--- src/hdl/assert_macros.svh ---
// assertion macros shared by the burn cell update rtl
// no dependencies; included by files that carry concurrent checks
`ifndef ASSERT_MACROS_SVH
`define ASSERT_MACROS_SVH

// same-cycle implication
`define DBC_ASSERT_IMPLY(label, clk, rst, ante, cons, msg) \
   label: assert property (@(posedge clk) disable iff (rst) (ante) |-> (cons)) \
      else $error(msg);

// next-cycle implication
`define DBC_ASSERT_NEXT(label, clk, rst, ante, cons, msg) \
   label: assert property (@(posedge clk) disable iff (rst) (ante) |=> (cons)) \
      else $error(msg);

`endif

--- src/hdl/dbc_pkg.sv ---
// types and constants for the burn cell update pipeline
// no dependencies; imported by every module of the block
package dbc_pkg;

   localparam int TEMP_W      = 32;
   localparam int REG_W       = 31;
   localparam int FRAC_W      = 16;
   localparam int S4_W        = 38;
   localparam int MAG_W       = 37;
   localparam int MAG_LO_W    = 19;
   localparam int MAG_HI_W    = MAG_W - MAG_LO_W;
   localparam int LAP_SHIFT   = 18;
   localparam int LO_PROD_W   = MAG_LO_W + REG_W;
   localparam int HI_PROD_W   = MAG_HI_W + REG_W;
   localparam int LAP_SUM_W   = HI_PROD_W + MAG_LO_W;
   localparam int LAP_Q_W     = LAP_SUM_W - LAP_SHIFT;
   localparam int SRC_PROD_W  = REG_W + REG_W;
   localparam int SRC_Q_W     = SRC_PROD_W - FRAC_W;
   localparam int RATE_MAG_W  = TEMP_W;
   localparam int STEP_PROD_W = RATE_MAG_W + REG_W;
   localparam int DELTA_W     = STEP_PROD_W - FRAC_W;
   localparam int NT_SUM_W    = DELTA_W + 2;

   localparam int CSR_ADDR_W  = 3;
   localparam int REQ_DATA_W  = 384;
   localparam int RSP_DATA_W  = 104;

   localparam logic [CSR_ADDR_W-1:0] CSR_IGNITION_TEMP     = 3'd0;
   localparam logic [CSR_ADDR_W-1:0] CSR_BURN_DURATION     = 3'd1;
   localparam logic [CSR_ADDR_W-1:0] CSR_INV_BURN_DURATION = 3'd2;
   localparam logic [CSR_ADDR_W-1:0] CSR_INV_SPACING_SQ    = 3'd3;
   localparam logic [CSR_ADDR_W-1:0] CSR_TIME_STEP         = 3'd4;

   localparam logic [REG_W-1:0] IGNITION_TEMP_RST     = 31'd65536;
   localparam logic [REG_W-1:0] BURN_DURATION_RST     = 31'd65536;
   localparam logic [REG_W-1:0] INV_BURN_DURATION_RST = 31'd65536;
   localparam logic [REG_W-1:0] INV_SPACING_SQ_RST    = 31'd65536;
   localparam logic [REG_W-1:0] TIME_STEP_RST         = 31'd655;

   localparam logic [TEMP_W-1:0] DEPLETED_MARK = 32'hFFFF_0000;
   localparam logic [TEMP_W-1:0] TEMP_CEIL     = 32'h7FFF_FFFF;
   localparam logic [TEMP_W-1:0] TEMP_FLOOR    = 32'h8000_0000;
   localparam logic [REG_W-1:0]  SRC_MAX       = 31'h7FFF_FFFF;

   typedef struct packed {
      logic [REG_W-1:0] ignition_temp;
      logic [REG_W-1:0] burn_duration;
      logic [REG_W-1:0] inv_burn_duration;
      logic [REG_W-1:0] inv_spacing_sq;
      logic [REG_W-1:0] time_step;
   } cfg_type;

   typedef struct packed {
      logic [TEMP_W-1:0] centre_temp;
      logic [TEMP_W-1:0] north_temp;
      logic [TEMP_W-1:0] south_temp;
      logic [TEMP_W-1:0] west_temp;
      logic [TEMP_W-1:0] east_temp;
      logic [TEMP_W-1:0] northwest_temp;
      logic [TEMP_W-1:0] northeast_temp;
      logic [TEMP_W-1:0] southwest_temp;
      logic [TEMP_W-1:0] southeast_temp;
      logic [TEMP_W-1:0] burn_deadline;
      logic [REG_W-1:0]  source_strength;
      logic [REG_W-1:0]  current_time;
   } cell_type;

   typedef struct packed {
      logic              s4_neg;
      logic [MAG_W-1:0]  s4_mag;
      logic [TEMP_W-1:0] centre_temp;
      logic [TEMP_W-1:0] new_deadline;
      logic              source_on;
      logic [REG_W-1:0]  source_strength;
   } front_type;

   typedef struct packed {
      logic                  lap_neg;
      logic [LO_PROD_W-1:0]  lap_lo_prod;
      logic [HI_PROD_W-1:0]  lap_hi_prod;
      logic [SRC_PROD_W-1:0] src_prod;
      logic [TEMP_W-1:0]     centre_temp;
      logic [TEMP_W-1:0]     new_deadline;
      logic                  source_on;
   } product_type;

   typedef struct packed {
      logic [TEMP_W-1:0] laplacian;
      logic [REG_W-1:0]  source_term;
      logic [TEMP_W-1:0] centre_temp;
      logic [TEMP_W-1:0] new_deadline;
      logic              source_on;
   } scaled_type;

   typedef struct packed {
      logic                  rate_neg;
      logic [RATE_MAG_W-1:0] rate_mag;
      logic [TEMP_W-1:0]     laplacian;
      logic [TEMP_W-1:0]     centre_temp;
      logic [TEMP_W-1:0]     new_deadline;
      logic                  source_on;
   } rate_type;

   typedef struct packed {
      logic                   rate_neg;
      logic [STEP_PROD_W-1:0] step_prod;
      logic [TEMP_W-1:0]      laplacian;
      logic [TEMP_W-1:0]      centre_temp;
      logic [TEMP_W-1:0]      new_deadline;
      logic                   source_on;
   } step_type;

   typedef struct packed {
      logic [TEMP_W-1:0] new_temp;
      logic [TEMP_W-1:0] laplacian;
      logic [TEMP_W-1:0] new_deadline;
      logic              source_on;
   } result_type;

endpackage

--- src/hdl/dbc_integrate.sv ---
// stages four to six: heating rate, time step product and saturated new temperature
// depends on dbc_pkg; the last stage is the result register
module dbc_integrate
   import dbc_pkg::*;
(
   input  logic       clock,
   input  logic       reset,
   input  cfg_type    cfg,
   input  logic       in_valid,
   output logic       in_ready,
   input  scaled_type in_stage,
   output logic       out_valid,
   input  logic       out_ready,
   output result_type out_result
);

   logic                rate_valid_ff, rate_valid_in, rate_ready;
   rate_type            rate_ff, rate_in;
   logic                step_valid_ff, step_valid_in, step_ready;
   step_type            step_ff, step_in;
   logic                res_valid_ff, res_valid_in, res_ready;
   result_type          res_ff, res_in;
   logic [TEMP_W:0]     rate_sum;
   logic [TEMP_W-1:0]   rate;
   logic [DELTA_W-1:0]  delta_mag;
   logic [NT_SUM_W-1:0] delta, nt_sum;

   always_comb begin
      rate_sum = {in_stage.laplacian[TEMP_W-1], in_stage.laplacian}
               + {2'b00, in_stage.source_term};
      // the source term is never negative, so only the top can overflow
      rate = (!rate_sum[TEMP_W] && rate_sum[TEMP_W-1]) ? TEMP_CEIL : rate_sum[TEMP_W-1:0];
      rate_in.rate_neg     = rate[TEMP_W-1];
      rate_in.rate_mag     = rate[TEMP_W-1] ? -rate : rate;
      rate_in.laplacian    = in_stage.laplacian;
      rate_in.centre_temp  = in_stage.centre_temp;
      rate_in.new_deadline = in_stage.new_deadline;
      rate_in.source_on    = in_stage.source_on;
   end

   always_comb begin
      step_in.rate_neg     = rate_ff.rate_neg;
      step_in.step_prod    = rate_ff.rate_mag * cfg.time_step;
      step_in.laplacian    = rate_ff.laplacian;
      step_in.centre_temp  = rate_ff.centre_temp;
      step_in.new_deadline = rate_ff.new_deadline;
      step_in.source_on    = rate_ff.source_on;
   end

   always_comb begin
      delta_mag = step_ff.step_prod[STEP_PROD_W-1:FRAC_W];
      delta     = step_ff.rate_neg ? -{2'b00, delta_mag} : {2'b00, delta_mag};
      nt_sum    = {{(NT_SUM_W-TEMP_W){step_ff.centre_temp[TEMP_W-1]}}, step_ff.centre_temp}
                + delta;
      if (!nt_sum[NT_SUM_W-1] && (|nt_sum[NT_SUM_W-2:TEMP_W-1])) begin
         res_in.new_temp = TEMP_CEIL;
      end else if (nt_sum[NT_SUM_W-1] && !(&nt_sum[NT_SUM_W-2:TEMP_W-1])) begin
         res_in.new_temp = TEMP_FLOOR;
      end else begin
         res_in.new_temp = nt_sum[TEMP_W-1:0];
      end
      res_in.laplacian    = step_ff.laplacian;
      res_in.new_deadline = step_ff.new_deadline;
      res_in.source_on    = step_ff.source_on;
   end

   assign res_ready     = !res_valid_ff || out_ready;
   assign step_ready    = !step_valid_ff || res_ready;
   assign rate_ready    = !rate_valid_ff || step_ready;
   assign in_ready      = rate_ready;
   assign rate_valid_in = rate_ready ? in_valid : rate_valid_ff;
   assign step_valid_in = step_ready ? rate_valid_ff : step_valid_ff;
   assign res_valid_in  = res_ready ? step_valid_ff : res_valid_ff;
   assign out_valid     = res_valid_ff;
   assign out_result    = res_ff;

   always_ff @(posedge clock) begin
      if (reset) begin
         rate_valid_ff <= 1'b0;
         step_valid_ff <= 1'b0;
         res_valid_ff  <= 1'b0;
      end else begin
         rate_valid_ff <= rate_valid_in;
         step_valid_ff <= step_valid_in;
         res_valid_ff  <= res_valid_in;
      end
   end

   always_ff @(posedge clock) begin
      if (rate_ready) begin
         rate_ff <= rate_in;
      end
      if (step_ready) begin
         step_ff <= step_in;
      end
      if (res_ready) begin
         res_ff <= res_in;
      end
   end

endmodule

--- config.mk ---
export PLATFORM = sky130hd
export DESIGN_NAME = dbc_integrate
export DESIGN_NICKNAME = d
export VERILOG_FILES = /design/src/hdl/assert_macros.svh /design/src/hdl/dbc_pkg.sv /design/src/hdl/dbc_integrate.sv
export SDC_FILE = /design/constraint.sdc
export NUM_CORES = 2
export LEC_CHECK = 0
export ABC_AREA = 1
export ABC_CLOCK_PERIOD_IN_PS = 11900
export BUFFER_PORTS_ARGS = -buffer_cell sky130_fd_sc_hd__buf_2
export CORE_AREA = 2 2 364 330
export DETAILED_ROUTE_END_ITERATION = 8
export DIE_AREA = 0 0 366 332
export HOLD_SLACK_MARGIN = 0.05
export PLACE_DENSITY = 0.61
export SLEW_MARGIN = 20
export SYNTH_ARGS = -nofsm -noshare
export SYNTH_HDL_FRONTEND = slang
export SYNTH_SLANG_ARGS = --single-unit
--- constraint.sdc ---
create_clock -name clock -period 11.9 [get_ports clock]
set_clock_uncertainty 0.15 [all_clocks]
set_input_delay 2.38 -clock clock [delete_from_list [all_inputs] [get_ports clock]]
set_output_delay 2.38 -clock clock [all_outputs]
set_load 0.01 [all_outputs]
Word-level counts from Yosys, hierarchy flattened
Index checks and enable logic that the tools add are counted.
{ "totals": {"output_inout_bits": 99, "regBits": 391, "input_bits": 287} }
{ "op_classes": {"addsub": 4, "reduce_logical": 14, "mux": 4, "multipliers": 1} }
{ "ops": {"columns": ["cell", "n"], "rows": [
  ["32-bit 2-to-1 mux", 2],
  ["32-bit by 31-bit multiplier with 63-bit output", 1],
  ["49-bit adder", 1],
  ["49-bit 2-to-1 mux", 1],
  ["47-bit negator with 49-bit output", 1],
  ["32-bit by 32-bit adder with 33-bit output", 1],
  ["32-bit negator", 1],
  ["31-bit 2-to-1 mux", 1],
  ["17-bit AND reduction", 1],
  ["17-bit OR reduction", 1],
  ["1-bit zero test", 6],
  ["1-bit logical AND", 3],
  ["1-bit logical OR", 3]
]} }

Depth between registers and ports, before layout
{ "logic_depth": {"word_depth": 7, "mapped_depth": 31} }

Worst setup path before layout
Ideal clock, no wire load.
{ "synth_timing": {"path_kind": "input -> output", "startpoint": "input out_ready", "endpoint": "output in_ready", "required_ns": 9.370, "slack_ns": 1.799, "t_arrival_ns": 7.571, "n_path_buf": 0, "path_stages": 4, "cell_sequence": "inv_1 -> nand2_1 -> nor2_1 -> nand2_1"} }
{ "synth_between": {"elab_chain_len": 3} }
{ "synth_rtl": {"columns": ["item", "line", "source"], "rows": [
  ["from (decl)", "dbc_integrate.sv:13", "input logic out_ready,"],
  ["1-bit logical OR", "dbc_integrate.sv:67", "assign res_ready = !res_valid_ff || out_ready;"],
  ["via res_ready", "dbc_integrate.sv:21", "logic res_valid_ff, res_valid_in, res_ready;"],
  ["1-bit logical OR", "dbc_integrate.sv:68", "assign step_ready = !step_valid_ff || res_ready;"],
  ["1-bit logical OR", "dbc_integrate.sv:69", "assign rate_ready = !rate_valid_ff || step_ready;"],
  ["to (decl)", "dbc_integrate.sv:10", "output logic in_ready,"]
]} }
The timed path passes the listed nets, and every way through them passes these cells.

==> summary.md <==
| Metric | Value |
|---|---|
| Status | finished, final reports clean |
| Vias per Instance | 5.009 |
| Global-route wire length before repair | around 240000 µm |
| Fin crit share | about four fifths |
| CTS Hold Bufs | 0 |
| Final antenna-violating net count | 0 |
| Register bit count reported by yosys | 375 |
| Hold Crit Start | res_in[17]$_DFFE_PP_ |
| Largest net degree at the start of global routing | 87 |
| Total CTS buffers | 35 |
| Die ar. | 121500 µm² |
| WP data required | around 12 ns |
| Initial antenna violation count | 7 |
| Count of pins over their slew limit | 0 |
| Syn nets | approximately 7800 |
| # port buffers | between 200 and 300 |
| Core Box Area | 118000 µm² |
| Post-CTS sizing | 0 |
| Clock Path Buffers | 3 |
| Total Routing Usage GR | between 20% and 30% |
| Hold WC Path Type | reg2reg |
| Min setup slack post-route | between 2 and 2.5 ns |
| YS warnings | 0 |
| Final setup viols | 0 |
| Syn-to-layout area delta | 7.511% |
| Final hold violation count | 0 |
| Unrepaired setup endpoints after global routing | no |
| Most common flop cell mapped by yosys | edfxtp_1 |
| CP max stage cell | buf_2 |
| Worst Setup End Kind | flop |
| Mean area per synthesized cell | 8.323 µm² |
| Rel. slew slack | a little under a third |
| Vias post-DR | roughly 40000 |
| Layout cells sized above 1 | 5.978% |
| Congestion Overflow GR | 0 |
| Initial core utilization | about 45% |
| Fin nets | 7952 |
| WP data arrival | approximately 10 ns |
| Cell area after synthesis | 52740 µm² |
| Gpl congestion | 0.9431 |
| Pre-CTS setup slack | 1.822 ns |
| Setup Fix Bufs, Post-CTS | 0 |
| DRC violations left | 0 |
| Top cell family by delay on the critical path | adder cells |
| Min Tclk post-route | 9.528 ns |
| Async set or reset register ratio after synthesis | 0% |
| Die width | around 370 µm |
| Most used cell, CP | fa_1 |
| CTS tree | yes |
| Buf/Inv on CP | 7 |
| IO Count | a little under 400 |
| Slew at the pin closest to its max-slew limit | 1.034 ns |
| Setup TNS | 0 ns |
| EDFF count, synth | approximately 370 |
| FMAX | ~100 MHz |
| Total Routed Length | 148000 µm |
| Worst setup path category | in2reg |
| Crit. Startpoint | cfg[16] |
| Crit path max fanout | 32 |
| First-pass detailed-route iteration total | 5 |
| CTS root buf | clkbuf_16 |
| Seq/Total Area, Yosys | 21.29% |
| Worst path max stage delay | 0.76 ns |
| Maxcap violations | 0 |
| Crit start category | input port |
| Drt initial violations | 3029 |
| Skew-Pair Late Insertion Delay | 0.56 ns |
| Core Rows | 120 |
| Synthesized instance count | 6337 |
| Detail-routed net length per standard cell | 18.31 µm |
| Vias in the first global route | 42230 |
| Post-DP HPWL | about 120000 µm |
| Die H | 332 µm |
| Critical register-to-register path startpoint | rate_ff[105]$_DFFE_PP_ |
| Post-synth cell types | 49 |
| # clock sinks | 375 |
| Clk slew on worst S/H paths | around 0.07 ns |
| Htree depth | 2 |
==> cells in the mapped netlist (57+ instances only) <==
master / number / share of area (%)
xor2_1: 97 / 1.6
nand2_1: 1709 / 12
o21ai_0: 112 / 1.1
clkbuf_1: 191 / 1.4
nor2_1: 317 / 2.3
fa_1: 867 / 33
ha_1: 334 / 7.9
a21oi_1: 201 / 1.9
xnor2_1: 57 / 0.95
edfxtp_1: 372 / 21
nand3_1: 130 / 1.2
inv_1: 1695 / 12
==> placed cells by master (no fill, tap or decap), drive strengths merged, types with 35 or more instances in the layout <==
cell type  instances
edfxtp           372
nor2             324
nor3              38
inv             1701
o21ai            114
nand3            135
nand2           1721
clkbuf            39
a21oi            203
nand4             35
ha               334
xor2              97
fa               867
xnor2             57
buf              300
==> state kept, by name, summed over array words and instances (netlist names) <==
signal,cells
rate_valid_ff,1
step_valid_ff,1
out_result,97
res_in,65
out_valid,1
rate_ff,130
step_ff,33
delta_mag,47
==> kinds of logic (layout without fill, tap and decap cells) <==
| group | count (synthesis) | count (layout) | synth area share [%] |
|---|---|---|---|
| AND/OR/NAND/NOR | 2288 | 2288 | 17.25 |
| buffers and inverters | 1906 | 2059 | 13.72 |
| adder cells (fa/ha/maj) | 1201 | 1201 | 40.83 |
| AO/OA/AOI/OAI | 413 | 413 | 4.349 |
| flip-flops | 375 | 375 | 21.29 |
| XOR/XNOR | 154 | 154 | 2.557 |
| other | 0 | 5 | 0 |
==> layer usage <==
layer,routed length [µm],global-route usage [%]
met2,70590,41.64
met4,2397,4.089
met5,0,0
met3,10290,3.873
met1,64720,34.68
==> final timing paths <==
kind                            cells past startpoint  slack, ns                  endpoint
worst min-delay path                                0       0.26  out_result[17]$_DFFE_PP_
worst max-delay path                               25       2.37   delta_mag[25]$_DFFE_PP_
worst min register to register                      0       0.26  out_result[17]$_DFFE_PP_
worst max register to register                     25       3.50   delta_mag[25]$_DFFE_PP_
==> through the flow <==
step / utilization, % / hold WS [ns] / std cells / area (µm²)
after floorplan: - / 0.2503 / 6337 / 52740
after global placement: 47.01 / 0.2505 / 8013 / 55480
after detailed placement: 47.01 / 0.2545 / 8013 / 55480
after CTS: 48.04 / 0.2584 / 8076 / 56690
after global routing: 48.05 / 0.2726 / 8081 / 56700
final: 48.05 / 0.2580 / 8081 / 56700
==> layout make-up <==
type / instances / area, µm²
Antenna cell: 5 / 12.51
Clock buffer: 39 / 890.9
Clock inverter: 24 / 322.8
Fill cell: 11670 / 61310
Inverter: 1696 / 6371
Multi-Input combinational cell: 4056 / 34290
Sequential cell: 375 / 11230
Tap cell: 1586 / 1984
Timing Repair Buffer: 300 / 1599
Power is not shown: default switching activity piles up to over one toggle a cycle in this logic, so the estimate is an artifact.
