`src/hdl/assert_macros.svh`:
```
// assertion macros shared by the burn cell update rtl
// no dependencies; included by files that carry concurrent checks
`ifndef ASSERT_MACROS_SVH
`define ASSERT_MACROS_SVH

// same-cycle implication
`define DBC_ASSERT_IMPLY(label, clk, rst, ante, cons, msg) \
   label: assert property (@(posedge clk) disable iff (rst) (ante) |-> (cons)) \
      else $error(msg);

// next-cycle implication
`define DBC_ASSERT_NEXT(label, clk, rst, ante, cons, msg) \
   label: assert property (@(posedge clk) disable iff (rst) (ante) |=> (cons)) \
      else $error(msg);

`endif

```
`src/hdl/dbc_pkg.sv`:
```
// types and constants for the burn cell update pipeline
// no dependencies; imported by every module of the block
package dbc_pkg;

   localparam int TEMP_W      = 32;
   localparam int REG_W       = 31;
   localparam int FRAC_W      = 16;
   localparam int S4_W        = 38;
   localparam int MAG_W       = 37;
   localparam int MAG_LO_W    = 19;
   localparam int MAG_HI_W    = MAG_W - MAG_LO_W;
   localparam int LAP_SHIFT   = 18;
   localparam int LO_PROD_W   = MAG_LO_W + REG_W;
   localparam int HI_PROD_W   = MAG_HI_W + REG_W;
   localparam int LAP_SUM_W   = HI_PROD_W + MAG_LO_W;
   localparam int LAP_Q_W     = LAP_SUM_W - LAP_SHIFT;
   localparam int SRC_PROD_W  = REG_W + REG_W;
   localparam int SRC_Q_W     = SRC_PROD_W - FRAC_W;
   localparam int RATE_MAG_W  = TEMP_W;
   localparam int STEP_PROD_W = RATE_MAG_W + REG_W;
   localparam int DELTA_W     = STEP_PROD_W - FRAC_W;
   localparam int NT_SUM_W    = DELTA_W + 2;

   localparam int CSR_ADDR_W  = 3;
   localparam int REQ_DATA_W  = 384;
   localparam int RSP_DATA_W  = 104;

   localparam logic [CSR_ADDR_W-1:0] CSR_IGNITION_TEMP     = 3'd0;
   localparam logic [CSR_ADDR_W-1:0] CSR_BURN_DURATION     = 3'd1;
   localparam logic [CSR_ADDR_W-1:0] CSR_INV_BURN_DURATION = 3'd2;
   localparam logic [CSR_ADDR_W-1:0] CSR_INV_SPACING_SQ    = 3'd3;
   localparam logic [CSR_ADDR_W-1:0] CSR_TIME_STEP         = 3'd4;

   localparam logic [REG_W-1:0] IGNITION_TEMP_RST     = 31'd65536;
   localparam logic [REG_W-1:0] BURN_DURATION_RST     = 31'd65536;
   localparam logic [REG_W-1:0] INV_BURN_DURATION_RST = 31'd65536;
   localparam logic [REG_W-1:0] INV_SPACING_SQ_RST    = 31'd65536;
   localparam logic [REG_W-1:0] TIME_STEP_RST         = 31'd655;

   localparam logic [TEMP_W-1:0] DEPLETED_MARK = 32'hFFFF_0000;
   localparam logic [TEMP_W-1:0] TEMP_CEIL     = 32'h7FFF_FFFF;
   localparam logic [TEMP_W-1:0] TEMP_FLOOR    = 32'h8000_0000;
   localparam logic [REG_W-1:0]  SRC_MAX       = 31'h7FFF_FFFF;

   typedef struct packed {
      logic [REG_W-1:0] ignition_temp;
      logic [REG_W-1:0] burn_duration;
      logic [REG_W-1:0] inv_burn_duration;
      logic [REG_W-1:0] inv_spacing_sq;
      logic [REG_W-1:0] time_step;
   } cfg_type;

   typedef struct packed {
      logic [TEMP_W-1:0] centre_temp;
      logic [TEMP_W-1:0] north_temp;
      logic [TEMP_W-1:0] south_temp;
      logic [TEMP_W-1:0] west_temp;
      logic [TEMP_W-1:0] east_temp;
      logic [TEMP_W-1:0] northwest_temp;
      logic [TEMP_W-1:0] northeast_temp;
      logic [TEMP_W-1:0] southwest_temp;
      logic [TEMP_W-1:0] southeast_temp;
      logic [TEMP_W-1:0] burn_deadline;
      logic [REG_W-1:0]  source_strength;
      logic [REG_W-1:0]  current_time;
   } cell_type;

   typedef struct packed {
      logic              s4_neg;
      logic [MAG_W-1:0]  s4_mag;
      logic [TEMP_W-1:0] centre_temp;
      logic [TEMP_W-1:0] new_deadline;
      logic              source_on;
      logic [REG_W-1:0]  source_strength;
   } front_type;

   typedef struct packed {
      logic                  lap_neg;
      logic [LO_PROD_W-1:0]  lap_lo_prod;
      logic [HI_PROD_W-1:0]  lap_hi_prod;
      logic [SRC_PROD_W-1:0] src_prod;
      logic [TEMP_W-1:0]     centre_temp;
      logic [TEMP_W-1:0]     new_deadline;
      logic                  source_on;
   } product_type;

   typedef struct packed {
      logic [TEMP_W-1:0] laplacian;
      logic [REG_W-1:0]  source_term;
      logic [TEMP_W-1:0] centre_temp;
      logic [TEMP_W-1:0] new_deadline;
      logic              source_on;
   } scaled_type;

   typedef struct packed {
      logic                  rate_neg;
      logic [RATE_MAG_W-1:0] rate_mag;
      logic [TEMP_W-1:0]     laplacian;
      logic [TEMP_W-1:0]     centre_temp;
      logic [TEMP_W-1:0]     new_deadline;
      logic                  source_on;
   } rate_type;

   typedef struct packed {
      logic                   rate_neg;
      logic [STEP_PROD_W-1:0] step_prod;
      logic [TEMP_W-1:0]      laplacian;
      logic [TEMP_W-1:0]      centre_temp;
      logic [TEMP_W-1:0]      new_deadline;
      logic                   source_on;
   } step_type;

   typedef struct packed {
      logic [TEMP_W-1:0] new_temp;
      logic [TEMP_W-1:0] laplacian;
      logic [TEMP_W-1:0] new_deadline;
      logic              source_on;
   } result_type;

endpackage

```
`src/hdl/dbc_front.sv`:
```
// stage one: nine-point stencil sum and ignition rule
// depends on dbc_pkg
module dbc_front
   import dbc_pkg::*;
(
   input  logic      clock,
   input  logic      reset,
   input  cfg_type   cfg,
   input  logic      in_valid,
   output logic      in_ready,
   input  cell_type  in_cell,
   output logic      out_valid,
   input  logic      out_ready,
   output front_type out_stage
);

   logic                   valid_ff, valid_in;
   front_type              stage_ff, stage_in;
   logic signed [S4_W-1:0] c_ext, edges, corners, s4;
   logic [TEMP_W-1:0]      dl_sum;
   logic                   c_ge_ign, dl_gt_now;

   function automatic logic signed [S4_W-1:0] sx(input logic [TEMP_W-1:0] v);
      return {{(S4_W-TEMP_W){v[TEMP_W-1]}}, v};
   endfunction

   always_comb begin
      c_ext   = sx(in_cell.centre_temp);
      edges   = sx(in_cell.north_temp) + sx(in_cell.south_temp)
              + sx(in_cell.west_temp) + sx(in_cell.east_temp);
      corners = sx(in_cell.northwest_temp) + sx(in_cell.northeast_temp)
              + sx(in_cell.southwest_temp) + sx(in_cell.southeast_temp);
      s4      = (edges <<< 1) + corners - ((c_ext <<< 3) + (c_ext <<< 2));

      stage_in.s4_neg          = s4[S4_W-1];
      stage_in.s4_mag          = s4[S4_W-1] ? MAG_W'(-s4) : MAG_W'(s4);
      stage_in.centre_temp     = in_cell.centre_temp;
      stage_in.source_strength = in_cell.source_strength;

      c_ge_ign  = $signed(in_cell.centre_temp) >= $signed({1'b0, cfg.ignition_temp});
      dl_gt_now = $signed(in_cell.burn_deadline) > $signed({1'b0, in_cell.current_time});
      dl_sum    = {1'b0, in_cell.current_time} + {1'b0, cfg.burn_duration};

      if (in_cell.burn_deadline[TEMP_W-1]) begin
         stage_in.new_deadline = DEPLETED_MARK;
         stage_in.source_on    = 1'b0;
      end else if (in_cell.burn_deadline == '0) begin
         if (c_ge_ign) begin
            stage_in.new_deadline = dl_sum[TEMP_W-1] ? TEMP_CEIL : dl_sum;
            stage_in.source_on    = 1'b1;
         end else begin
            stage_in.new_deadline = '0;
            stage_in.source_on    = 1'b0;
         end
      end else if (dl_gt_now) begin
         stage_in.new_deadline = in_cell.burn_deadline;
         stage_in.source_on    = 1'b1;
      end else begin
         stage_in.new_deadline = DEPLETED_MARK;
         stage_in.source_on    = 1'b0;
      end
   end

   assign in_ready  = !valid_ff || out_ready;
   assign valid_in  = in_ready ? in_valid : valid_ff;
   assign out_valid = valid_ff;
   assign out_stage = stage_ff;

   always_ff @(posedge clock) begin
      if (reset) begin
         valid_ff <= 1'b0;
      end else begin
         valid_ff <= valid_in;
      end
   end

   always_ff @(posedge clock) begin
      if (in_ready) begin
         stage_ff <= stage_in;
      end
   end

endmodule

```
`config.mk`:
```
export PLATFORM = sky130hd
export DESIGN_NAME = dbc_front
export DESIGN_NICKNAME = d
export VERILOG_FILES = /design/src/hdl/assert_macros.svh /design/src/hdl/dbc_pkg.sv /design/src/hdl/dbc_front.sv
export SDC_FILE = /design/constraint.sdc
export NUM_CORES = 1
export LEC_CHECK = 0
export BUFFER_PORTS_ARGS = -buffer_cell sky130_fd_sc_hd__buf_2
export CORE_AREA = 2 2 264 266
export CTS_BUF_LIST = sky130_fd_sc_hd__clkbuf_16
export CTS_CLUSTER_SIZE = 16
export DETAILED_ROUTE_END_ITERATION = 10
export DIE_AREA = 0 0 266 268
export PLACE_DENSITY = 0.53
export SETUP_SLACK_MARGIN = 0.2
export SLEW_MARGIN = 0
export SYNTH_ARGS = -nofsm -noshare
export SYNTH_HDL_FRONTEND = slang
export SYNTH_SLANG_ARGS = --single-unit
```
`constraint.sdc`:
```
create_clock -name clock -period 6.74 [get_ports clock]
set_input_delay 1.011 -clock clock [delete_from_list [all_inputs] [get_ports clock]]
set_output_delay 1.011 -clock clock [all_outputs]
set_load 0.02 [all_outputs]
```
Word level (Yosys, flattened, before mapping) --
Index checks and enable logic that the tools add are counted.
Storage, ports and cells: flip-flop bits (word level) 135, latch bits 0, memory bits (writable) 0, ROM bits 0, input port bits 541, word-level logic and storage cells 28, memories 0
Cells by class: add/sub/neg operators 11, $mul 0, div/mod/pow operators 0, order comparisons 2, equality and inequality tests 0, shifts and indexed selects 0, multiplexer cells 5, bitwise logic cells 0, reductions and logical operators 3
Operator list (count):
- $add 34x32->35 | 2
- $add 33x32->34 | 2
- $add 32x32->33 | 2
- $mux 33 | 2
- $sub 37x36->38 | 1
- $add 36x35->37 | 1
- $mux 37 | 1
- $neg 37->37 | 1
- $add 35x34->36 | 1
- $add 31x31->32 | 1
- $ge 32x32->1 | 1
- $gt 32x32->1 | 1
- $logic_not 32->1 | 1
- $mux 32 | 1
- $mux 31 | 1
- $logic_not 1->1 | 1
- $logic_or 1x1->1 | 1

Depth between registers and ports, before layout --
Gate-level depths: netlist (run 1).
depth after elaboration 7, gate-level depth with buffers 31, mapped depth without buffers 29

Least setup slack after synthesis (run 1) --
OpenSTA, ideal clock, no wires.
kind input-to-reg, start in in_cell[223] (netlist bit), end reg stage_ff (netlist bit out_stage[123]) (data pin), arrival time 7029 ps, data required time 6464 ps, slack -565 ps, cell stages on the path 30, cell sequence inv_1 -> fa_1 -> fa_1 -> inv_1 -> ha_1 -> fa_1 -> a21o_1 -> a31oi_1 -> a2bb2oi_1 -> a211oi_1 -> o21ai_0 -> a31oi_1 -> o22ai_1 -> nor2_1 -> o21bai_1 -> xor2_1 -> fa_1 -> ha_1 -> clkbuf_1 -> nand4_1 -> nor2_1 -> o2bb2ai_1 -> a311oi_2 -> o21ai_2 -> nand3_1 -> a21oi_1 -> xor2_2 -> buf_2 -> nor2_1 -> xor2_1
RTL lines:
- start, declared | RTL line dbc_front.sv:11 | input cell_type in_cell,
- end signal, assigned | RTL line dbc_front.sv:79 | stage_ff <= stage_in;
- end, declared | RTL line dbc_front.sv:18 | front_type stage_ff, stage_in;

==> impl_summary.txt, run 1 <==
----------------------------------------------------
[Floorplan]
  Die width ... about 270 um
  IO Pins ... 677
  Area of the core ... about 68000 sq um
  Area of the die ... a little over 70000 sq um
  Placement row count ... 96
  Initial cell density of the core ... 26.2%
  Y dimension of the die ... 268 um

[STA]
  Worst Max-Slew Pin Slew ... just under 1 ns
  Setup skew after layout ... 0.0224 ns
  Final number of setup-violating endpoints ... 12
  Final period util ... 102%
  Setup WS post-layout ... -0.117 ns
  Max-slew headroom at the worst pin ... 35.2%
  Worst hold slack ... 0.657 ns
  Time the worst path needs with I/O delays and setup ... just under 7 ns
  Top achievable clock speed ... between 100 and 150 MHz
  Final number of max-transition violations ... 0
  Setup TNS Final ... -0.387 ns
  Final count of hold timing violations ... 0
  RSZ-0062 raised after global routing ... yes

[CTS]
  CTS Hold Bufs ... 0
  Level count of the clock H-tree ... 4
  Sinks on the clock net ... 135
  Total clock buffers created by CTS ... 17
  Clock latency on the worst-skew pair ... roughly 0.5 ns
  CTS tree ... done
  Clock transition time at the flip-flop clock pins of the worst setup and hold paths ... about 0.090 ns
  Root buffer cell ... clkbuf_16
  Max Root-Sink Buffers ... 2

[Global routing]
  Pin count of the biggest net entering global routing ... 56
  Overflow left after global routing ... 0
  Total routing usage reported by global routing ... 20.6%
  Number of antenna violations at the first check in global routing ... 12
  Via count of the first global-routing pass ... approximately 18000
  Wire length of the first global-routing pass ... ~110000 um

[Logic synthesis]
  Number of enable-type register cells in the synthesized netlist ... 134
  FF+latch count, synth ... roughly 140
  Distinct cell type count after synthesis ... 87
  Warning count from the yosys run ... 0
  Post-synth top cells ... inv_1 (316), fa_1 (235), ha_1 (167)
  Largest cells by area after synthesis ... fa_1 (26%), edfxtp_1 (22%), ha_1 (12%), inv_1 (6.6%), xnor2_1 (3.3%)
  Ys async rst share ... 0%
  Top flip-flop cell by instance count after synthesis ... edfxtp_1
  Mean post-synth cell area ... approximately 10 sq um
  Sequential cell area fraction in the yosys report ... 22.6%
  Cell accounting for the most synthesized area ... fa_1
  Nets in the synthesized netlist ... 2723
  Number of cells produced by synthesis ... between 1500 and 2000
  Most instantiated library cell after synthesis ... inv_1
  Cell area after synthesis ... 17900 sq um
  Top-area cell type share of the netlist area ... a little over a quarter

[Critical path]
  Critical Path RT ... between 6 and 7 ns
  Worst Path Max Fanout ... 6
  Largest stage delay on the critical path ... 0.54 ns
  Family with the most delay on the worst path ... adder cells
  Total buffers and inverters traversed by the critical path ... 5
  Type of element launching the critical path ... input port
  Kind of end point of the critical path ... register
  Source of the critical timing path ... in_cell[255]
  Worst EP arrival ... roughly 7.1 ns
  Slowest library cell on the worst path ... fa_1
  Cell occurring most often along the worst timing path ... fa_1
  Type of the worst setup path ... in -> reg
  Source of the worst register-to-register timing path ... out_valid$_SDFFE_PP0P_

[Cells and area]
  Share of the core filled with cells in the final layout ... between 30% and 40%
  Combined area of the multi-input logic cells ... about 14000 sq um
  Final Net Count ... approximately 3600
  Register cell area after layout ... roughly 4000 sq um
  Share of cells above drive strength 1 ... 40.7%
  Filler Cell Count ... between 7000 and 8000
  Area overhead of the layout relative to synthesis ... 42.6%

[Routing]
  Number of nets still failing antenna checks after routing ... 0
  Wire length per cell ... about 21 um
  Residual DRC count ... 0
  Vias/cell ... around 4.7
  Total via count in the routed design ... around 16000
  Number of detailed-route iterations in the first pass ... 5
  Sum of routed wire length over all layers ... ~73000 um
  Number of DRC markers after the initial detailed-route iteration ... 748

[Worst hold path]
  Launch instance of the worst min-delay path ... reset
  Hold crit path type ... in -> reg

[Status]
  Violations in the final reports ... setup timing
  Result of the run ... finished, violations left

[Placement]
  Count of input and output buffers ... 583
  Half-perimeter wire length of the detailed placement result ... between 60000 and 70000 um
  Routability congestion estimate ... between 0.9 and 1

[Run]
  Number of max-cap violations ... 0

----------------------------------------------------
## path summary, 6_finish.rpt
kind / cells past startpoint / to / slack (ns)
max reg2reg: 2 / out_stage[128]$_DFFE_PP_ / 4.81
min: 2 / out_valid$_SDFFE_PP0P_ / 0.66
min reg2reg: 2 / out_valid$_SDFFE_PP0P_ / 0.88
max: 28 / out_stage[131]$_DFFE_PP_ / -0.12
## what timing repair did
item,CTS,global route
pin swaps,121,37
gates cloned,1,1
setup endpoints to repair,37,37
endpoints found under the hold margin,0,0
buffers inserted,24,5
gates resized for setup,141,21
## layout make-up
cell class | count | share of cell area (%)
diodes | 3 | 0.0294
clock buffers | 17 | 1.67
clock inverters | 15 | 0.544
inverters | 317 | 4.72
multi-input cells | 1296 | 52.9
flip-flops and latches | 135 | 15.8
well taps | 882 | 4.32
repair buffers | 859 | 20.0
## placed cells by master (no fill, tap or decap), types with 55 or more instances in the layout
cell,n
a21o_1,57
a21oi_1,84
buf_2,581
buf_4,261
edfxtp_1,134
fa_1,234
ha_1,151
inv_1,310
nand2_1,75
nor2_1,75
xnor2_1,55
## per-layer routing
| layer | up-vias | part of all wire, % | GRT usage [%] |
|---|---|---|---|
| li1 | 7850 | - | - |
| met1 | 7964 | 44 | 26.0 |
| met2 | 529 | 48 | 35.9 |
| met3 | 67 | 6.3 | 4.70 |
| met4 | 12 | 1.7 | 4.59 |
| met5 | - | 0.096 | 0 |
## cells by family (layout without fill, tap and decap cells)
group / after synthesis / after routing / share of synthesized area, %
simple gates: 361 / 361 / 10.4
flops: 135 / 135 / 22.6
compound gates: 420 / 420 / 16.0
other cells: 0 / 3 / 0
buf+inv: 349 / 1208 / 7.48
mux: 2 / 2 / 0.126
xor+xnor: 111 / 111 / 5.47
fa+ha+maj: 402 / 402 / 37.9
## registers in the layout, indices dropped and copies added (netlist names)
register   cells
out_stage    134
out_valid      1
## through the flow
step,std cells,setup slack (ns),cell area (sq um)
after floorplan,1780,-0.188,18200
after detailed placement,3458,-1.02,23900
after global placement,3458,-0.961,23900
after CTS,3515,-0.0336,25400
after global routing,3523,-0.333,25500
final,3524,-0.117,25500
## worst register-to-register path, cell delays in order, from the launching register on
cell      delay (ns)
dfxtp_1         0.34
nand2b_4        0.37
buf_4           0.69
Power of run 1 is not shown: default switching activity piles up to over one toggle a cycle in this logic, so the estimate is an artifact.
==> inputs of run 2 (changes only) <==
PLACE_DENSITY = 0.51   (was 0.53)
clock period = 7.6 ns   (was 6.74 ns; I/O delays follow)
==> run 2 against run 1 <==
Compared with the run above: the run now ends clean; critical path depth unchanged; clock skew increased by 0.0063 ns; sequential share of layout area increased by 0.72 points.
==> impl_summary.txt, run 2 (synthesized netlist as in run 1, its figures left out) <==
----------------------------------------------------
[Floorplan]
  Area of the die ... 71300 sq um
  IO Pins ... approximately 680
  Area of the core ... about 68000 sq um
  Die width ... between 200 and 300 um
  Y dimension of the die ... 268 um
  Placement row count ... 96
  Initial cell density of the core ... 26.2%

[Placement]
  Count of input and output buffers ... 583
  Pre-CTS worst setup slack ... -0.683 ns
  Routability congestion estimate ... between 0.9 and 1
  Half-perimeter wire length of the detailed placement result ... slightly above 60000 um
  Cell area reported after detailed placement ... 23200 sq um

[STA]
  Setup TNS Final ... 0 ns
  Max-slew headroom at the worst pin ... ~18%
  Final number of max-transition violations ... 0
  Final number of setup-violating endpoints ... 0
  Top achievable clock speed ... 139 MHz
  RSZ-0062 raised after global routing ... yes
  Final period util ... 94.5%
  Worst Max-Slew Pin Slew ... 1.23 ns
  Setup skew after layout ... 0.0287 ns
  Time the worst path needs with I/O delays and setup ... around 7.2 ns
  Setup WS post-layout ... approximately 0.42 ns
  Final count of hold timing violations ... 0

[Routing]
  Number of detailed-route iterations in the first pass ... 6
  Sum of routed wire length over all layers ... slightly above 70000 um
  Total via count in the routed design ... ~16000
  Vias/cell ... 4.72
  Wire length per cell ... 20.7 um
  Residual DRC count ... 0
  Number of DRC markers after the initial detailed-route iteration ... 819
  Number of nets still failing antenna checks after routing ... 0

[Critical path]
  Type of element launching the critical path ... input port
  Critical Path RT ... 7.83 ns
  Type of the worst setup path ... in -> reg
  Kind of end point of the critical path ... register
  Worst Path Max Fanout ... 4
  Worst EP arrival ... 7.41 ns

[Global routing]
  Overflow left after global routing ... 0
  Pin count of the biggest net entering global routing ... 56
  Via count of the first global-routing pass ... 17682
  Number of antenna violations at the first check in global routing ... 11
  Wire length of the first global-routing pass ... roughly 110000 um
  Total routing usage reported by global routing ... between 20% and 30%

[Cells and area]
  Flip-flop count of the largest register after layout ... about 130
  Area overhead of the layout relative to synthesis ... 36.4%
  Share of cells above drive strength 1 ... between 30% and 40%
  Most common cell after layout, fill and taps aside ... buf_2
  Post-route cell area ... 24400 sq um
  Final Net Count ... between 3000 and 4000
  Commonest cells after routing, fill and taps aside ... buf_2 (583), inv_1 (315), fa_1 (233)

[Run]
  Number of max-cap violations ... 0

[CTS]
  Sinks on the clock net ... approximately 140
  CTS Hold Bufs ... 0
  Level count of the clock H-tree ... 4
  Total clock buffers created by CTS ... 17
  Clock latency on the worst-skew pair ... approximately 0.50 ns
  Clock transition time at the flip-flop clock pins of the worst setup and hold paths ... around 0.10 ns
  Root buffer cell ... clkbuf_16
  CTS tree ... done
  Max Root-Sink Buffers ... 2

[Status]
  Result of the run ... finished clean

[Worst hold path]
  Hold crit path type ... in -> reg

----------------------------------------------------
==> run 2: cell count changes in the layout (fill, tap and decap cells not counted), moves of 7 or more <==
cell,change
xnor2_2,-10
nand2_1,+7
a21oi_1,+11
buf_4,-73
o21ai_2,-13
buf_6,-10
o21ai_1,+8
xnor2_1,+10
a21oi_2,-11
==> run 2: path summary, 6_finish.rpt <==
check	from	cells past startpoint	slack (ns)	to
max	in_cell[255]	28	0.42	out_stage[129]$_DFFE_PP_
min	reset	2	0.77	out_valid$_SDFFE_PP0P_
max reg2reg	out_valid$_SDFFE_PP0P_	2	5.64	out_stage[129]$_DFFE_PP_
min reg2reg	out_valid$_SDFFE_PP0P_	2	0.87	out_valid$_SDFFE_PP0P_
==> run 2: cell type report <==
| class | instances | area, sq um |
|---|---|---|
| Fill cell | 7027 | 43800 |
| Multi-Input combinational cell | 1296 | 13100 |
| Timing Repair Buffer | 774 | 4370 |
| Sequential cell | 135 | 4040 |
| Inverter | 317 | 1190 |
| Tap cell | 882 | 1100 |
| Clock buffer | 17 | 425 |
| Clock inverter | 15 | 179 |
| Antenna cell | 4 | 10.0 |
==> run 2: timing repair <==
item	in CTS	in global routing
pin swaps	7	61
resized for setup	12	102
setup buffers	2	6
endpoints found under the setup margin	37	37
==> run 2: worst max-delay path, stage by stage <==
cell and delay (ns):
buf_2 0.08, inv_1 0.06, fa_1 0.50, fa_1 0.50, inv_1 0.05, ha_2 0.19, fa_2 0.34, a21o_1 0.21
a31oi_4 0.24, a2bb2oi_4 0.10, buf_4 0.16, a21o_1 0.17, a21oi_1 0.17, xnor2_1 0.18, fa_2 0.54, ha_4 0.20
a211o_1 0.31, a21o_2 0.21, a211o_1 0.29, and3_4 0.24, buf_4 0.14, a21oi_2 0.16, xnor2_1 0.13, nand4bb_4 0.31
nor4_4 0.34, and2b_1 0.21, a21oi_1 0.09, xor2_1 0.14
==> run 2: stage by stage <==
step | std cells | util [%] | hold WS, ns
global placement | 3396 | 34.0 | 0.832
CTS | 3430 | 35.0 | 0.730
floorplan | 1780 | - | 1.21
finish | 3440 | 35.8 | 0.774
global route | 3439 | 35.8 | 0.736
detailed placement | 3396 | 34.0 | 0.869
==> run 2: layer usage <==
layer / track usage, % / vias up / wire [um] / share of wire, %
met4: 5.36 / 12 / 1290 / 1.8
met1: 24.6 / 7891 / 30000 / 42
met3: 4.53 / 67 / 4430 / 6.2
met2: 35.5 / 573 / 35300 / 50
met5: 0 / - / 58 / 0.082
li1: - / 7685 / - / -
Power of run 2 is left out for the same reason.
==> inputs of run 3 (changes only) <==
CORE_AREA = 2 2 267 269   (was 2 2 264 266)
DIE_AREA = 0 0 269 271   (was 0 0 266 268)
PLACE_DENSITY = 0.5   (was 0.51)
REMOVE_ABC_BUFFERS = 1   (was not set)
clock period = 7.2 ns   (was 7.6 ns; I/O delays follow)
==> run 3 against run 2 <==
Compared with the run above: die area up 2.3%; count of clock-buffer cells in the layout unchanged; clock skew down 0.0083 ns; first-iteration DRC count down 6.8%; utilization down 0.52 points; final area up 0.81%; global-route usage down 3.3 points; final cell count up 1.8%; via count down 1.7%; critical path type unchanged.
==> impl_summary.txt, run 3 (synthesized netlist as in run 1, its figures left out) <==
----------------------------------------------------
[Routing]
  Number of DRC markers after the initial detailed-route iteration ... 763
  Vias/cell ... ~4.6
  Residual DRC count ... 0
  Number of nets still failing antenna checks after routing ... 0
  Total via count in the routed design ... between 15000 and 20000
  Sum of routed wire length over all layers ... about 62000 um
  Number of detailed-route iterations in the first pass ... 5
  Wire length per cell ... 17.7 um

[Critical path]
  Kind of end point of the critical path ... register
  Worst EP arrival ... a little over 7 ns
  Source of the critical timing path ... in_cell[223]
  Slowest library cell on the worst path ... fa_1
  Type of the worst setup path ... in -> reg
  Worst r2r path cells ... 3
  Crit path to ... out_stage[126]$_DFFE_PP_
  Cell occurring most often along the worst timing path ... fa_1
  Largest stage delay on the critical path ... about 0.5 ns
  FF-to-FF End ... out_stage[79]$_DFFE_PP_
  Worst Path Max Fanout ... 3
  Worst setup slack for register-to-register paths ... approximately 4.6 ns
  Type of element launching the critical path ... input port
  Critical Path RT ... roughly 7.4 ns
  Source of the worst register-to-register timing path ... out_valid$_SDFFE_PP0P_

[Global routing]
  Global Route met1 Usage ... between 20% and 30%
  Wire length of the first global-routing pass ... about 93000 um
  Number of antenna violations at the first check in global routing ... 6
  Highest-utilization routing layer at the global route stage ... met2
  Grt met3 use ... 3.11%
  Overflow left after global routing ... 0
  Via count of the first global-routing pass ... approximately 17000
  Total routing usage reported by global routing ... between 10% and 20%
  Pin count of the biggest net entering global routing ... 74
  Met2 routing resource usage after global routing ... 27.7%

[STA]
  Final count of hold timing violations ... 0
  Top achievable clock speed ... around 140 MHz
  Final number of setup-violating endpoints ... 0
  Time the worst path needs with I/O delays and setup ... 6.94 ns
  Final period util ... between 90% and 100%
  Worst Max-Slew Pin Slew ... 1.17 ns
  Setup WS post-layout ... around 0.26 ns
  Max-slew headroom at the worst pin ... 22.2%
  Final number of max-transition violations ... 0
  Setup skew after layout ... just over 0.02 ns
  RSZ-0062 raised after global routing ... yes

[CTS]
  Clock latency on the worst-skew pair ... 0.49 ns
  Level count of the clock H-tree ... 4
  CTS tree ... done
  Total clock buffers created by CTS ... 17
  Clock transition time at the flip-flop clock pins of the worst setup and hold paths ... around 0.080 ns
  Sinks on the clock net ... ~140
  Root buffer cell ... clkbuf_16
  Max Root-Sink Buffers ... 2

[Floorplan]
  IO Pins ... around 680
  Initial cell density of the core ... 25.7%
  Area of the die ... 72900 sq um
  Area of the core ... 69800 sq um
  Y dimension of the die ... ~270 um
  Die width ... between 200 and 300 um
  Placement row count ... 97

[Cells and area]
  Final Net Count ... 3489
  Most common cell after layout, fill and taps aside ... buf_2
  Commonest cells after routing, fill and taps aside ... buf_2 (581), inv_1 (313), fa_1 (234)
  Share of cells above drive strength 1 ... ~36%
  Flip-flop count of the largest register after layout ... between 100 and 150
  Area overhead of the layout relative to synthesis ... 37.5%
  Final non-filler cell total ... approximately 3500

[Run]
  Number of max-cap violations ... 0

[Status]
  Result of the run ... finished clean

[Worst hold path]
  Hold crit path type ... in -> reg

[Placement]
  Routability congestion estimate ... between 0.8 and 0.9
  Number of instances in the placed design ... between 3000 and 4000
  Pre-CTS worst setup slack ... -0.886 ns
  Count of input and output buffers ... 583
  Half-perimeter wire length of the detailed placement result ... approximately 54000 um

----------------------------------------------------
run 3: changes by cell type in the layout (fill, tap and decap cells not counted), sizes merged:
| cell | previous run | this run |
|---|---|---|
| buf | 774 | 778 |
| clkbuf | 17 | 18 |
| clkinv | 4 | 8 |
| clkinvlp | 2 | 0 |
| diode | 4 | 3 |
| inv | 326 | 324 |
run 3: layer usage:
layer  routed length, um  vias up
met5                  11        -
met4                1430        2
met3                3490       54
met2               29800      410
met1               27100     7789
li1                    -     7704
run 3: repair_timing:
action | 4_1_cts | 5_1_grt
hold buffers | 0 | 0
setup endpoints to repair | 37 | 37
gates cloned | 1 | 0
gates resized for setup | 50 | 70
pin swaps | 33 | 31
setup buffers | 6 | 6
run 3: worst max-delay path: cells and delay by family:
kind	cells	cell delay, ns
fa+ha+maj	6	2.18
simple gates	3	0.97
xor+xnor	3	0.45
buf+inv	4	0.32
compound gates	11	2.15
run 3: final cells by class:
| class | instances | area [sq um] |
|---|---|---|
| timing repair buffer | 779 | 4450 |
| tap | 940 | 1180 |
| sequential | 135 | 4040 |
| clock buffer | 17 | 425 |
| clock inverter | 15 | 196 |
| antenna | 3 | 7.51 |
| fill | 7208 | 45200 |
| multi-input combinational | 1296 | 13100 |
| inverter | 317 | 1190 |
run 3: through the flow:
step                      setup TNS [ns]  hold WS [ns]  instance area, sq um  utilization [%]
after floorplan                    -4.70          1.15                 17800                -
after global placement            -25.87          1.12                 23300             33.3
after detailed placement          -27.44          1.13                 23300             33.3
after CTS                              0         0.698                 24200             34.7
after global routing                   0         0.711                 24600             35.3
final                                  0         0.737                 24600             35.3
run 3: worst min path at each step:
stage                               to                   start  slack [ns]  cells past startpoint
6_report        out_valid$_SDFFE_PP0P_                   reset        0.74                      2
3_5_place_dp   out_stage[23]$_DFFE_PP_  out_valid$_SDFFE_PP0P_        1.13                      2
5_1_grt         out_valid$_SDFFE_PP0P_                   reset        0.71                      2
3_3_place_gp    out_valid$_SDFFE_PP0P_  out_valid$_SDFFE_PP0P_        1.12                      3
2_1_floorplan   out_valid$_SDFFE_PP0P_                   reset        1.15                      1
4_1_cts         out_valid$_SDFFE_PP0P_                   reset        0.70                      2
Power of run 3 is left out for the same reason.
